File: src/sv/tree_entry_stream_parser_unit_defines.svh
// Assertion macros shared by the parser modules.
`ifndef TREE_ENTRY_STREAM_PARSER_UNIT_DEFINES_SVH
`define TREE_ENTRY_STREAM_PARSER_UNIT_DEFINES_SVH

`ifndef ASSERT_OFF
`define TESP_ASSERT_SAME(label, clk, rst, ante, cons) \
   label: assert property (@(posedge clk) disable iff (rst) (ante) |-> (cons)) \
      else $error("tesp assertion failed");
`define TESP_ASSERT_NEXT(label, clk, rst, ante, cons) \
   label: assert property (@(posedge clk) disable iff (rst) (ante) |=> (cons)) \
      else $error("tesp assertion failed");
`else
`define TESP_ASSERT_SAME(label, clk, rst, ante, cons)
`define TESP_ASSERT_NEXT(label, clk, rst, ante, cons)
`endif

`endif

File: src/sv/tesp_pkg.sv
`timescale 1ns / 1ps

package tesp_pkg;

   localparam int ID_BYTES_DEFAULT = 20;

   localparam logic [7:0] BYTE_SPACE = 8'h20;
   localparam logic [7:0] BYTE_ZERO  = 8'h00;

   localparam logic [2:0] KIND_MODE  = 3'd0;
   localparam logic [2:0] KIND_SPACE = 3'd1;
   localparam logic [2:0] KIND_NAME  = 3'd2;
   localparam logic [2:0] KIND_ZERO  = 3'd3;
   localparam logic [2:0] KIND_ID    = 3'd4;

   localparam logic [1:0] ERR_NONE     = 2'd0;
   localparam logic [1:0] ERR_NO_SPACE = 2'd1;
   localparam logic [1:0] ERR_NO_TERM  = 2'd2;
   localparam logic [1:0] ERR_TRUNC_ID = 2'd3;

   typedef struct packed {
      logic [7:0] out_byte;
      logic [2:0] field_kind;
      logic       entry_end;
      logic [1:0] parse_error;
      logic       stream_done;
   } result_type;

endpackage

File: src/sv/tesp_phase_fsm.sv
`timescale 1ns / 1ps
`include "tree_entry_stream_parser_unit_defines.svh"

module tesp_phase_fsm #(
   parameter int ID_BYTES = tesp_pkg::ID_BYTES_DEFAULT
) (
   input  logic                 clock,
   input  logic                 reset,
   input  logic                 step,
   input  logic [7:0]           data_byte,
   input  logic                 stream_last,
   output tesp_pkg::result_type result
);
   import tesp_pkg::*;

   typedef enum logic [1:0] {
      PH_MODE = 2'd0,
      PH_NAME = 2'd1,
      PH_ID   = 2'd2
   } phase_type;

   localparam logic [5:0] IdLast = 6'(ID_BYTES);

   phase_type  phase_ff, phase_in, phase_mid;
   logic       started_ff, started_in, started_mid;
   logic [4:0] id_count_ff, id_count_in, id_count_mid;
   logic [5:0] count_inc;
   logic [2:0] kind;
   logic       entry_end;
   logic [1:0] parse_error;

   assign count_inc = {1'b0, id_count_ff} + 6'd1;

   always_comb begin
      phase_mid    = phase_ff;
      started_mid  = started_ff;
      id_count_mid = id_count_ff;
      entry_end    = 1'b0;
      kind         = KIND_MODE;
      unique case (phase_ff)
         PH_NAME: begin
            if (data_byte == BYTE_ZERO) begin
               kind         = KIND_ZERO;
               phase_mid    = PH_ID;
               id_count_mid = 5'd0;
            end else begin
               kind = KIND_NAME;
            end
         end
         PH_ID: begin
            kind = KIND_ID;
            if (count_inc >= IdLast) begin
               entry_end    = 1'b1;
               phase_mid    = PH_MODE;
               started_mid  = 1'b0;
               id_count_mid = 5'd0;
            end else begin
               id_count_mid = count_inc[4:0];
            end
         end
         default: begin
            started_mid = 1'b1;
            if (data_byte == BYTE_SPACE) begin
               kind      = KIND_SPACE;
               phase_mid = PH_NAME;
            end else begin
               kind      = KIND_MODE;
               phase_mid = PH_MODE;
            end
         end
      endcase

      parse_error = ERR_NONE;
      phase_in    = phase_mid;
      started_in  = started_mid;
      id_count_in = id_count_mid;
      if (stream_last) begin
         priority if (phase_mid == PH_NAME) begin
            parse_error = ERR_NO_TERM;
         end else if (phase_mid == PH_ID) begin
            parse_error = ERR_TRUNC_ID;
         end else if (started_mid) begin
            parse_error = ERR_NO_SPACE;
         end else begin
            parse_error = ERR_NONE;
         end
         phase_in    = PH_MODE;
         started_in  = 1'b0;
         id_count_in = 5'd0;
      end
   end

   assign result.out_byte    = data_byte;
   assign result.field_kind  = kind;
   assign result.entry_end   = entry_end;
   assign result.parse_error = parse_error;
   assign result.stream_done = stream_last;

   always_ff @(posedge clock) begin
      if (reset) begin
         phase_ff    <= PH_MODE;
         started_ff  <= 1'b0;
         id_count_ff <= 5'd0;
      end else if (step) begin
         phase_ff    <= phase_in;
         started_ff  <= started_in;
         id_count_ff <= id_count_in;
      end
   end

   `TESP_ASSERT_NEXT(a_last_clears, clock, reset, step && stream_last,
      phase_ff == PH_MODE && !started_ff && id_count_ff == 5'd0)
   `TESP_ASSERT_SAME(a_count_in_id, clock, reset, id_count_ff != 5'd0,
      phase_ff == PH_ID && {1'b0, id_count_ff} < IdLast)
   `TESP_ASSERT_SAME(a_end_is_id, clock, reset, step && result.entry_end,
      result.field_kind == KIND_ID)

endmodule

File: src/sv/tree_entry_stream_parser_unit.sv
`timescale 1ns / 1ps
`include "tree_entry_stream_parser_unit_defines.svh"
// Parses the content of a tree object streamed one byte per request.
// The req_ channel carries the byte in req_tdata and marks the final byte of
// the object with req_tlast. Every request gives exactly one rsp_ request:
// the same byte, its part of the entry in rsp_tuser, a flag on the last id
// byte of each entry, and on the final byte an error code for an unfinished
// entry, with rsp_tlast echoing the final-byte flag.
// A request is held in an input register and classified on its way into the
// output register, which presents its result.
// One request is taken every cycle unless the output stalls; the rate is set by
// the single phase register that each byte reads and updates.
// When rsp_tready is low, the output register holds its result and the input
// register still takes one more request; req_tready then falls until the
// output drains.
// A synchronous reset empties both registers and returns the parser to the
// start of an entry. After the final byte the parser also returns to the
// start, ready for the next object.
module tree_entry_stream_parser_unit #(
   parameter int ID_BYTES = tesp_pkg::ID_BYTES_DEFAULT
) (
   input  logic        clock,
   input  logic        reset,
   input  logic        req_tvalid,
   output logic        req_tready,
   input  logic [7:0]  req_tdata,   // [7:0] data_byte
   input  logic        req_tlast,   // stream_last
   output logic        rsp_tvalid,
   input  logic        rsp_tready,
   output logic [15:0] rsp_tdata,   // [7:0] out_byte, [8] entry_end,
                                    // [10:9] parse_error, [15:11] zero
   output logic [2:0]  rsp_tuser,   // [2:0] field_kind
   output logic        rsp_tlast    // stream_done
);
   import tesp_pkg::*;

   logic       in_valid_ff;
   logic [7:0] in_byte_ff;
   logic       in_last_ff;
   logic       rsp_valid_ff;
   result_type rsp_result_ff;
   result_type fsm_result;
   logic       out_free;
   logic       move;

   assign out_free   = !rsp_valid_ff || rsp_tready;
   assign move       = in_valid_ff && out_free;
   assign req_tready = !in_valid_ff || out_free;

   tesp_phase_fsm #(
      .ID_BYTES(ID_BYTES)
   ) u_phase_fsm (
      .clock      (clock),
      .reset      (reset),
      .step       (move),
      .data_byte  (in_byte_ff),
      .stream_last(in_last_ff),
      .result     (fsm_result)
   );

   always_ff @(posedge clock) begin
      if (reset) begin
         in_valid_ff  <= 1'b0;
         rsp_valid_ff <= 1'b0;
      end else begin
         if (req_tready) begin
            in_valid_ff <= req_tvalid;
         end
         if (out_free) begin
            rsp_valid_ff <= in_valid_ff;
         end
      end
   end

   always_ff @(posedge clock) begin
      if (req_tvalid && req_tready) begin
         in_byte_ff <= req_tdata;
         in_last_ff <= req_tlast;
      end
      if (move) begin
         rsp_result_ff <= fsm_result;
      end
   end

   assign rsp_tvalid = rsp_valid_ff;
   assign rsp_tdata  = {5'd0, rsp_result_ff.parse_error, rsp_result_ff.entry_end,
                        rsp_result_ff.out_byte};
   assign rsp_tuser  = rsp_result_ff.field_kind;
   assign rsp_tlast  = rsp_result_ff.stream_done;

   `TESP_ASSERT_SAME(a_full_stall, clock, reset,
      in_valid_ff && rsp_valid_ff && !rsp_tready, !req_tready)
   `TESP_ASSERT_NEXT(a_move_fills, clock, reset, move, rsp_valid_ff)
   `TESP_ASSERT_SAME(a_err_on_last, clock, reset,
      rsp_valid_ff && rsp_result_ff.parse_error != ERR_NONE, rsp_result_ff.stream_done)

endmodule

File: config.mk
export PLATFORM = sky130hd
export DESIGN_NAME = tree_entry_stream_parser_unit
export DESIGN_NICKNAME = d
export VERILOG_FILES = /design/src/sv/tesp_pkg.sv /design/src/sv/tesp_phase_fsm.sv /design/src/sv/tree_entry_stream_parser_unit.sv
export VERILOG_INCLUDE_DIRS = /design/src /design/src/sv
export SDC_FILE = /design/constraint.sdc
export NUM_CORES = 1
export LEC_CHECK = 0
export CAP_MARGIN = 20
export CORE_ASPECT_RATIO = 0.8
export CORE_UTILIZATION = 35
export DETAILED_ROUTE_END_ITERATION = 10
export DONT_BUFFER_PORTS = 1
export GPL_TIMING_DRIVEN = 0
export SLEW_MARGIN = 20
export SYNTH_ARGS = -nofsm -noshare
export SYNTH_HDL_FRONTEND = slang
export SYNTH_SLANG_ARGS = --single-unit
export TNS_END_PERCENT = 30
File: constraint.sdc
create_clock -name clock -period 3 [get_ports clock]
set_input_delay 0.6 -clock clock [delete_from_list [all_inputs] [get_ports clock]]
set_output_delay 0.6 -clock clock [all_outputs]
set_load 0.02 [all_outputs]
==> summary.txt, run 1 <==
Clock network
  – Num CTS Buffers: 5
  – Post-CTS sizing: 0
  – Post-CTS setup buffers: 0
  – Worst skew pair latency: roughly 0.28 ns
  – Clock-pin slew on the worst setup and hold paths: 0.07 ns
  – CTS tree: built
  – CTS root buffer: clkbuf_8
  – Hold bufs inserted after CTS: 0
  – Sink Count: 34
  – CTS H-tree lvls: 2
  – Clock Tree Buf Depth: 2

Drt
  – Vias per cell: roughly 5
  – Routed vias: 940
  – DR WL/cell: 12.59 um
  – DRC viols: 0
  – Drt first pass iters: 4
  – Drt total wl: about 2400 um
  – DRT antenna net count: 0
  – Drt initial violations: between 40 and 50

STA
  – Max Freq: between 0.4 and 0.5 GHz
  – Pins over their slew limit: 0
  – Setup TNS: 0 ns
  – Final Critical Period: 2.293 ns
  – Final setup viols: 0
  – RSZ-0062 raised after global routing: false
  – Least-Margin Pin Slew: about 0.67 ns
  – Slew Limit Headroom: between 50% and 60%
  – Worst clock skew: 0.007468 ns
  – Hold slack: 0.4061 ns
  – Final Cycle Share: 76.43%
  – Final hold violations: 0

GRT
  – Vias in the first global route: between 800 and 900
  – Grt ovf: 0
  – GRT Total Usage: 12.26%
  – Largest net degree at the start of global routing: 19
  – First-pass GRT wire length: between 3000 and 4000 um
  – Initial antenna violation count: 0

Setup path
  – Slowest cell on crit path: dfxtp_1
  – Crit path top cell by count: ha_1
  – Worst path cell trace: ha_1 -> nand3_1 -> o31a_1 -> and2_4 -> nor2_1 -> nor3_1 -> ha_1 -> a211oi_1 -> nor3b_1
  – CP arrival: between 2 and 2.5 ns
  – Critical path type: reg2reg
  – CP Max Fanout: 5
  – WP data required: 3.02 ns
  – Worst setup SP type: flip-flop
  – CP bufs+invs: 0
  – CP endpoint kind: flip-flop
  – Slowest stage delay, CP: ~0.4 ns
  – CP top delay family: simple AND/OR/NAND/NOR gates

Layout
  – Proportion of layout cells with a drive suffix above 1: between 10% and 20%
  – Area occupied by multi-input gates: 524.3 sq um
  – Fill cell count: 376
  – Synthesis-to-finish area growth: 14.64%
  – Register area: 920.9 sq um
  – Nets: between 150 and 200
  – Antenna diode count: 0

Placement
  – GP Congestion: around 0.9
  – Hpwl dp: 1813 um
  – Port bufs: 0

Synthesis
  – Synthesized area: about 1500 sq um
  – Async S/R FF share, synth: 0%
  – Top FF cell, synth: edfxtp_1
  – Synth top area share: between 40% and 50%
  – Area fraction in compound gates after synthesis: between 10% and 20%
  – Post-synthesis xor/xnor area fraction: approximately 1.2%
  – Post-synthesis simple-gate area fraction: between 15 and 20%
  – Post-Synthesis Cells: 126
  – Top cells by area, synth: edfxtp_1 (48%), dfxtp_1 (13%), ha_1 (5.8%), nor2_1 (2.7%), a21oi_1 (2.6%)
  – Syn. warnings: 0
  – Mean Syn Cell Area: about 12 sq um
  – Post-synth top cells: edfxtp_1 (24), nor2_1 (11), dfxtp_1 (10)
  – EDFF count, synth: 24
  – Main combinational cell family by area after synthesis: simple AND/OR/NAND/NOR gates
  – Yosys cell types: 39
  – Post-Synth Adder-Cell Area: under 10%
  – Cell taking the most area after synthesis: edfxtp_1
  – Count leader, synth: edfxtp_1
  – Register area share after synthesis: 60.88%
  – Multiplexer share of the synthesized area: less than 1%
  – Synthesized flop and latch total: 34

Flow run
  – Maxcap violations: 0

Die
  – Row count: 20
  – Core area: 3954 sq um
  – Boundary pin count: 35
  – Die footprint: roughly 4600 sq um
  – Die width: about 76 um
  – Initial core utilization: 38.26%
  – Die height: just over 60 um

Pwr
  – Pwr/cell area: between 600 and 700 nW/um^2
  – LEAKAGE: about 0.59 nW
  – Post-layout power: between 1 and 1.5 mW
  – Worst vdd ir: around 300 uV

Min path
  – Hold crit path type: in2reg

Run status
  – Status: finished clean
## worst register-to-register path: stages (launching register included)
cell,delay (ns)
dfxtp_1,0.39
ha_1,0.25
nand3_1,0.15
o31a_1,0.30
and2_4,0.18
nor2_1,0.11
nor3_1,0.07
ha_1,0.20
a211oi_1,0.29
nor3b_1,0.10
## final timing paths
| path | start | end | slack (ns) | cells past startpoint |
|---|---|---|---|---|
| worst max-delay path | u_phase_fsm.id_count_ff[0] | rsp_tdata[9] | 0.71 | 9 |
| worst min-delay path | req_tdata[3] | in_byte_ff[3] | 0.41 | 0 |
| worst max register to register | u_phase_fsm.id_count_ff[0] | rsp_tdata[9] | 0.71 | 9 |
| worst min register to register | in_byte_ff[3] | rsp_tdata[3] | 0.46 | 0 |
## final cells by class
cell class	count	share of cell area, %
well taps	55	3.968
clock inverters	3	3.968
flip-flops and latches	34	53.10
multi-input cells	81	30.23
inverters	8	1.732
plain buffers	7	3.030
clock buffers	5	3.968
## kinds of logic after synthesis
logic type,count (synthesis)
simple gates,42
flops,34
compound gates,24
buf+inv,15
fa+ha+maj,7
xor+xnor,2
other cells,1
mux,1
## per-layer routing
layer	global-route usage, %	vias to the layer above	part of all wire, %
li1	-	468	-
met1	15.95	414	48
met2	17.47	51	41
met3	4.651	7	8.4
met4	7.143	0	2.4
met5	0	-	0
## metrics by stage
step / worst slack [ns] / util (%) / instance area [sq um] / std cells
2_1_floorplan: 0.9046 / - / 1528 / 130
3_3_place_gp: 0.7767 / 40.38 / 1597 / 185
3_5_place_dp: 0.7302 / 40.38 / 1597 / 185
4_1_cts: 0.7066 / 43.86 / 1734 / 193
5_1_grt: 0.5191 / 43.86 / 1734 / 193
6_report: 0.7072 / 43.86 / 1734 / 193
## state kept, by name, summed over array words and instances (netlist names), 2 cells and up
signal                   count
in_byte_ff                   8
rsp_tdata                   11
rsp_tuser                    3
u_phase_fsm.id_count_ff      5
u_phase_fsm.phase_ff         2
## where the power goes
part / switching, mW / internal [mW] / leakage, nW
combinational: 0.0238 / 0.0114 / 0.214
sequential: 0.0222 / 0.524 / 0.310
clock: 0.163 / 0.333 / 0.0683
total: 0.209 / 0.868 / 0.592
## cell usage in the layout, fill, tap and decap left out, drive strengths merged, types with 3 or more instances in the layout
master and count:
clkbuf 6, nand2b 3, or3 3, conb 5
ha 7, a21oi 8, dfxtp 10, and2 3
nor2 11, inv 8, nand3 3, o22ai 3
buf 6, nand2 7, edfxtp 24
(Power assumes the default switching activity.)
==> run 2, diff against run 1 <==
ABC_AREA = 1   (was default)
clock period = 1.9 ns   (was 3 ns; I/O delays follow)
==> run 2 against run 1 <==
  * Final cell count is 6.2% higher
  * Clock power down 2%
  * Sequential share of layout area is 1.1 points higher
  * Flip-flop and latch count is the same
  * Utilization about the same
  * Count of clock-buffer cells in the layout increased by 1
  * Global-route usage increased by 0.43 points
  * Non-clock buffer count increased by 2
  * First-iteration DRC count decreased by 39%
  * Area after synthesis decreased by 2.5%
  * Sequential power is 58% higher
  * Design area fell by 1.2%
==> summary.txt, run 2 <==
Run status
  – Status: finished clean

Clock network
  – Hold bufs inserted after CTS: 0
  – Worst skew pair latency: 0.28 ns
  – Sink Count: 34
  – CTS tree: built
  – CTS root buffer: clkbuf_8
  – Num CTS Buffers: 5
  – CTS H-tree lvls: 2
  – Clock Tree Buf Depth: 2
  – Clock-pin slew on the worst setup and hold paths: approximately 0.060 ns

STA
  – Slew Limit Headroom: about three fifths
  – Pins over their slew limit: 0
  – Worst clock skew: 0.003674 ns
  – Setup ws final: around 0.09 ns
  – Final Critical Period: 1.808 ns
  – Setup TNS: 0 ns
  – Final hold violations: 0
  – Hold slack: 0.1954 ns
  – Final Cycle Share: 95.15%
  – Least-Margin Pin Slew: roughly 0.63 ns
  – Max Freq: 0.5531 GHz
  – Final setup viols: 0

Setup path
  – CP bufs+invs: 2
  – Critical path type: reg2reg
  – Worst setup SP type: flip-flop
  – Slowest cell on crit path: dfxtp_4
  – CP top delay family: simple AND/OR/NAND/NOR gates
  – WP data required: about 1.9 ns
  – CP endpoint kind: flip-flop
  – CP Max Fanout: 5
  – Slowest stage delay, CP: 0.38 ns
  – CP arrival: between 1.5 and 2 ns
  – Worst path cell trace: ha_4 -> nand3_2 -> xor2_2 -> nand2_2 -> nand3_4 -> nand2_1 -> nand2_1 -> nand2_2 -> inv_1 -> ha_1 -> o21ai_2 -> inv_1

Synthesis
  – Mean Syn Cell Area: roughly 11 sq um
  – Synth top area share: approximately 49%
  – Synthesized flop and latch total: 34
  – Register area share after synthesis: a little over three fifths
  – Syn. warnings: 0
  – Count leader, synth: nand2_1
  – Cell taking the most area after synthesis: edfxtp_1
  – Post-synth top cells: nand2_1 (28), edfxtp_1 (24), inv_1 (14)
  – Top FF cell, synth: edfxtp_1
  – Yosys cell types: 26
  – Async S/R FF share, synth: 0%
  – Top cells by area, synth: edfxtp_1 (49%), dfxtp_1 (14%), nand2_1 (7.1%), ha_1 (5.9%), inv_1 (3.6%)
  – EDFF count, synth: 24
  – Post-Synthesis Cells: about 140
  – Synthesized area: about 1500 sq um

Pwr
  – Pwr/cell area: just over 800 nW/um^2
  – Worst vdd ir: around 340 uV
  – LEAKAGE: 0.6189 nW

Drt
  – DR WL/cell: roughly 12 um
  – Drt initial violations: 28
  – DRT antenna net count: 0
  – Drt first pass iters: 4
  – Drt total wl: 2427 um
  – Vias per cell: 4.459
  – Routed vias: a little over 900
  – DRC viols: 0

GRT
  – Vias in the first global route: 845
  – Grt ovf: 0
  – Initial antenna violation count: 0
  – Largest net degree at the start of global routing: 18
  – First-pass GRT wire length: 3836 um
  – GRT Total Usage: around an eighth

Layout
  – Proportion of layout cells with a drive suffix above 1: between 20% and 30%
  – Design area: approximately 1700 sq um
  – Antenna diode count: 0
  – Area occupied by multi-input gates: 514.2 sq um
  – Nets: approximately 170
  – Commonest non-fill, non-tap cell in the layout: nand2_1
  – Largest register FFs: 11
  – Register area: roughly 930 sq um
  – Synthesis-to-finish area growth: 16.20%
  – Fill cell count: 391
  – Commonest cells after routing, fill and taps aside: nand2_1 (28), edfxtp_1 (24), inv_1 (14)

Die
  – Die width: between 70 and 80 um
  – Core area: 3904 sq um
  – Row count: 20
  – Boundary pin count: 35
  – Die footprint: roughly 4500 sq um
  – Die height: roughly 60 um
  – Initial core utilization: a little under two fifths

Flow run
  – Maxcap violations: 0

Placement
  – Port bufs: 0
  – GP Congestion: between 0.8 and 0.9
  – Worst slack at placement: -0.1227 ns
  – Hpwl dp: 1719 um
  – Dpl cell area: 1559 sq um

Min path
  – Hold crit path type: in2reg
==> run 2: changes by cell type in the layout (fill, tap and decap cells not counted), sizes merged, moves of 2 or more <==
cell	previous run	this run
inv	8	15
nand2	7	32
or3	3	0
buf	6	8
nor2b	2	0
nand3	3	6
nand2b	3	0
nand4b	2	0
and2	3	0
bufinv	2	0
o22ai	3	0
nor3b	2	0
a21oi	8	11
==> run 2: worst paths after layout <==
path	startpoint	endpoint	slack, ns	cells past startpoint
setup / recovery	u_phase_fsm.id_count_ff[1]	rsp_tdata[9]	0.09	12
hold / removal	req_tdata[3]	in_byte_ff[3]	0.20	0
setup reg to reg	u_phase_fsm.id_count_ff[1]	rsp_tdata[9]	0.09	12
hold reg to reg	in_byte_ff[1]	rsp_tdata[1]	0.46	0
==> run 2: cell type report <==
type | instances | share of cell area [%]
multi-input cells | 84 | 30.00
clock buffers | 6 | 4.234
well taps | 55 | 4.015
repair buffers | 3 | 1.314
clock inverters | 2 | 0.5110
inverters | 15 | 3.285
flip-flops and latches | 34 | 54.23
plain buffers | 6 | 2.409
==> run 2: per-stage QoR <==
step	std cells	total power [mW]	util [%]
6_report	205	1.400	43.91
5_1_grt	205	1.456	43.91
4_1_cts	205	1.419	42.95
3_5_place_dp	194	0.9320	39.94
3_3_place_gp	194	0.9292	39.94
2_1_floorplan	139	0.9183	-
==> run 2: logic make-up after synthesis <==
family / synth area share, %
adders and majority gates: 5.937
other: 0.2542
DFF: 62.43
xor gates and xnor gates: 1.188
buffers and inverters: 6.616
AOI/OAI and AO/OA: 6.531
and+or+nand+nor: 17.05
==> run 2: worst register-to-register path, stage by stage, from the launching register on <==
cell and delay, ns:
dfxtp_4 0.38, ha_4 0.15, nand3_2 0.09, xor2_2 0.17, nand2_2 0.09, nand3_4 0.08, nand2_1 0.06, nand2_1 0.05
nand2_2 0.08, inv_1 0.05, ha_1 0.18, o21ai_2 0.12, inv_1 0.05
==> run 2: report_power, final <==
group,leakage [nW],switching (mW),internal (mW)
clock network,0.0426,0.236,0.251
registers,0.309,0.0342,0.826
logic,0.267,0.0389,0.0142
==> run 2: metal layers <==
| layer | global-route usage, % | up-vias | wire length (um) |
|---|---|---|---|
| met3 | 6.914 | 5 | 115 |
| met4 | 6.469 | 0 | 53 |
| met5 | 0 | - | 0 |
| met1 | 14.94 | 419 | 1127 |
| li1 | - | 463 | - |
| met2 | 18.66 | 27 | 1131 |
==> run 2: timing repair <==
| action | 4_1_cts | 5_1_grt |
|---|---|---|
| hold endpoints to repair | 0 | 0 |
| gates resized for setup | 6 | 6 |
| pin swaps | 3 | 1 |
| buffers inserted | 3 | 0 |
| endpoints found under the setup margin | 2 | 2 |
==> run 3, diff against run 2 <==
CORE_ASPECT_RATIO = 0.9   (was 0.8)
PLACE_DENSITY = 0.47   (was default)
SYNTH_HIERARCHICAL = 1   (was default)
==> run 3 against run 2 <==
  * Area after synthesis grew 4.5%
  * Power grew 1.6%
  * Critical path type unchanged
  * Flip-flop and latch count is the same
  * Sequential share of layout area shrank 3.2 points
  * Non-clock buffer count grew 12
==> summary.txt, run 3 <==
STA
  – Final Critical Period: about 1.8 ns
  – Worst clock skew: about 0.0034 ns
  – Final setup viols: 0
  – Final hold violations: 0
  – Max Freq: roughly 0.55 GHz
  – Pins over their slew limit: 0
  – Final Cycle Share: 96.55%
  – Setup ws final: approximately 0.066 ns

Synthesis
  – Top cells by area, synth: edfxtp_1 (47%), dfxtp_1 (13%), buf_4 (7.3%), nand2_1 (6.1%), ha_1 (4.9%)
  – EDFF count, synth: 24
  – Mean Syn Cell Area: 10.63 sq um
  – Post-Synthesis Cells: approximately 150
  – Top FF cell, synth: edfxtp_1
  – Register area share after synthesis: between 50% and 60%
  – Synthesized flop and latch total: 34
  – Synthesized area: ~1500 sq um
  – Post-synth top cells: nand2_1 (25), edfxtp_1 (24), buf_4 (15), inv_1 (15), nor2_1 (13)
  – Syn. warnings: 6
  – Synth top area share: 46.75%
  – Count leader, synth: nand2_1
  – Async S/R FF share, synth: 0%
  – Yosys cell types: 26
  – Cell taking the most area after synthesis: edfxtp_1

Die
  – Core area: approximately 4200 sq um
  – Die footprint: around 4700 sq um
  – Die width: about 72 um
  – Row count: 22
  – Boundary pin count: 35
  – Die height: ~65 um
  – Initial core utilization: a little under two fifths

Drt
  – DRT antenna net count: 0
  – DR WL/cell: 11.35 um
  – Routed vias: 940
  – Drt first pass iters: 4
  – Drt total wl: 2519 um
  – DRC viols: 0
  – Vias per cell: between 4 and 5
  – Drt initial violations: 33

GRT
  – Initial antenna violation count: 0
  – First-pass GRT wire length: about 4000 um
  – Grt ovf: 0
  – GRT Total Usage: around an eighth
  – Largest net degree at the start of global routing: 17
  – Vias in the first global route: 904

Min path
  – Hold crit path type: in2reg

Clock network
  – CTS root buffer: clkbuf_8
  – CTS H-tree lvls: 2
  – CTS tree: built
  – Sink Count: 34
  – Clock-pin slew on the worst setup and hold paths: around 0.07 ns
  – Worst skew pair latency: between 0.2 and 0.3 ns
  – Num CTS Buffers: 5
  – Clock Tree Buf Depth: 2
  – Hold bufs inserted after CTS: 0

Setup path
  – CP Max Fanout: 3
  – Critical path type: reg2reg
  – CP bufs+invs: 1
  – WP data required: between 1.5 and 2 ns
  – Slowest stage delay, CP: approximately 0.37 ns
  – Slowest cell on crit path: dfxtp_4
  – CP top delay family: simple AND/OR/NAND/NOR gates
  – Crit path top cell by count: nand2_2
  – CP arrival: between 1.5 and 2 ns
  – CP endpoint kind: flip-flop
  – Worst path cell trace: ha_4 -> nand3_4 -> xor2_2 -> nand2_2 -> nand3_4 -> nand2_2 -> nand2_2 -> nand2_2 -> inv_1 -> ha_2 -> nor2_1
  – Worst setup SP type: flip-flop

Flow run
  – Maxcap violations: 0

Pwr
  – Pwr/cell area: ~780 nW/um^2
  – Worst vdd ir: around 420 uV
  – LEAKAGE: 0.6862 nW

Layout
  – Commonest non-fill, non-tap cell in the layout: edfxtp_1
  – Antenna diode count: 0
  – Design area: around 1800 sq um
  – Synthesis-to-finish area growth: 18.18%
  – Proportion of layout cells with a drive suffix above 1: 30.86%
  – Nets: 180
  – Largest register FFs: 11
  – Fill cell count: between 300 and 400
  – Commonest cells after routing, fill and taps aside: edfxtp_1 (24), nand2_1 (23), buf_4 (20)

Placement
  – Port bufs: 0
  – Worst slack at placement: -0.4102 ns
  – Hpwl dp: 1736 um
  – Dpl cell area: 1635 sq um
  – GP Congestion: just under 0.9

Run status
  – Status: finished clean
[run 3: report_power, final]
| group | total, mW | internal [mW] | switching [mW] |
|---|---|---|---|
| clock | 0.496 | 0.251 | 0.245 |
| combinational | 0.0718 | 0.0294 | 0.0425 |
| sequential | 0.855 | 0.823 | 0.0315 |
| total | 1.42 | 1.10 | 0.319 |
[run 3: kinds of logic (layout without fill, tap and decap cells)]
family	after synthesis	in the layout	share of synthesized area (%)
flip-flops	34	34	59.74
adder cells (fa/ha/maj)	6	6	4.870
XOR/XNOR	2	2	1.137
other	1	5	0.2433
AND/OR/NAND/NOR	54	54	16.23
buffers and inverters	32	45	11.44
AO/OA/AOI/OAI	16	16	6.331
[run 3: worst paths after layout]
path / start / end / slack [ns] / cells past startpoint
max: u_phase_fsm/id_count_ff[1] / rsp_tdata[10] / 0.07 / 11
min: reset / in_valid_ff / 0.15 / 1
max reg2reg: u_phase_fsm/id_count_ff[1] / rsp_tdata[10] / 0.07 / 11
min reg2reg: u_phase_fsm/id_count_ff[4] / u_phase_fsm/id_count_ff[4] / 0.47 / 2
[run 3: layout make-up]
cell class / count / area [sq um] / area share, %
Sequential cell: 34 / 929.6 / 51.03
Multi-Input combinational cell: 83 / 521.8 / 28.64
Buffer: 16 / 116.4 / 6.387
Tap cell: 60 / 75.07 / 4.121
Clock buffer: 6 / 72.57 / 3.984
Inverter: 16 / 60.06 / 3.297
Timing Repair Buffer: 5 / 37.54 / 2.060
Clock inverter: 2 / 8.758 / 0.4808
[run 3: layer usage]
metal / track usage (%) / vias to the layer above / routed length (um)
met1: 13.35 / 425 / 1174
met5: 0 / - / 0
li1: - / 485 / -
met3: 4.199 / 4 / 111
met4: 8.824 / 0 / 51
met2: 18.28 / 26 / 1183
[run 3: stage by stage]
step	utilization, %	hold slack, ns	setup TNS (ns)	total power, mW	std cells
2_1_floorplan	-	0.4424	0	0.9290	149
3_3_place_gp	39.34	0.4429	-1.997	0.9409	209
3_5_place_dp	39.34	0.4488	-2.373	0.9426	209
4_1_cts	41.72	0.1482	-0.02577	1.444	218
5_1_grt	43.83	0.1429	-0.09012	1.490	222
6_report	43.83	0.1520	0	1.422	222
[run 3: repair_timing]
item,in CTS,in global routing
buffers inserted,1,4
resized for setup,3,13
setup endpoints to repair,10,2
pin swaps,1,4
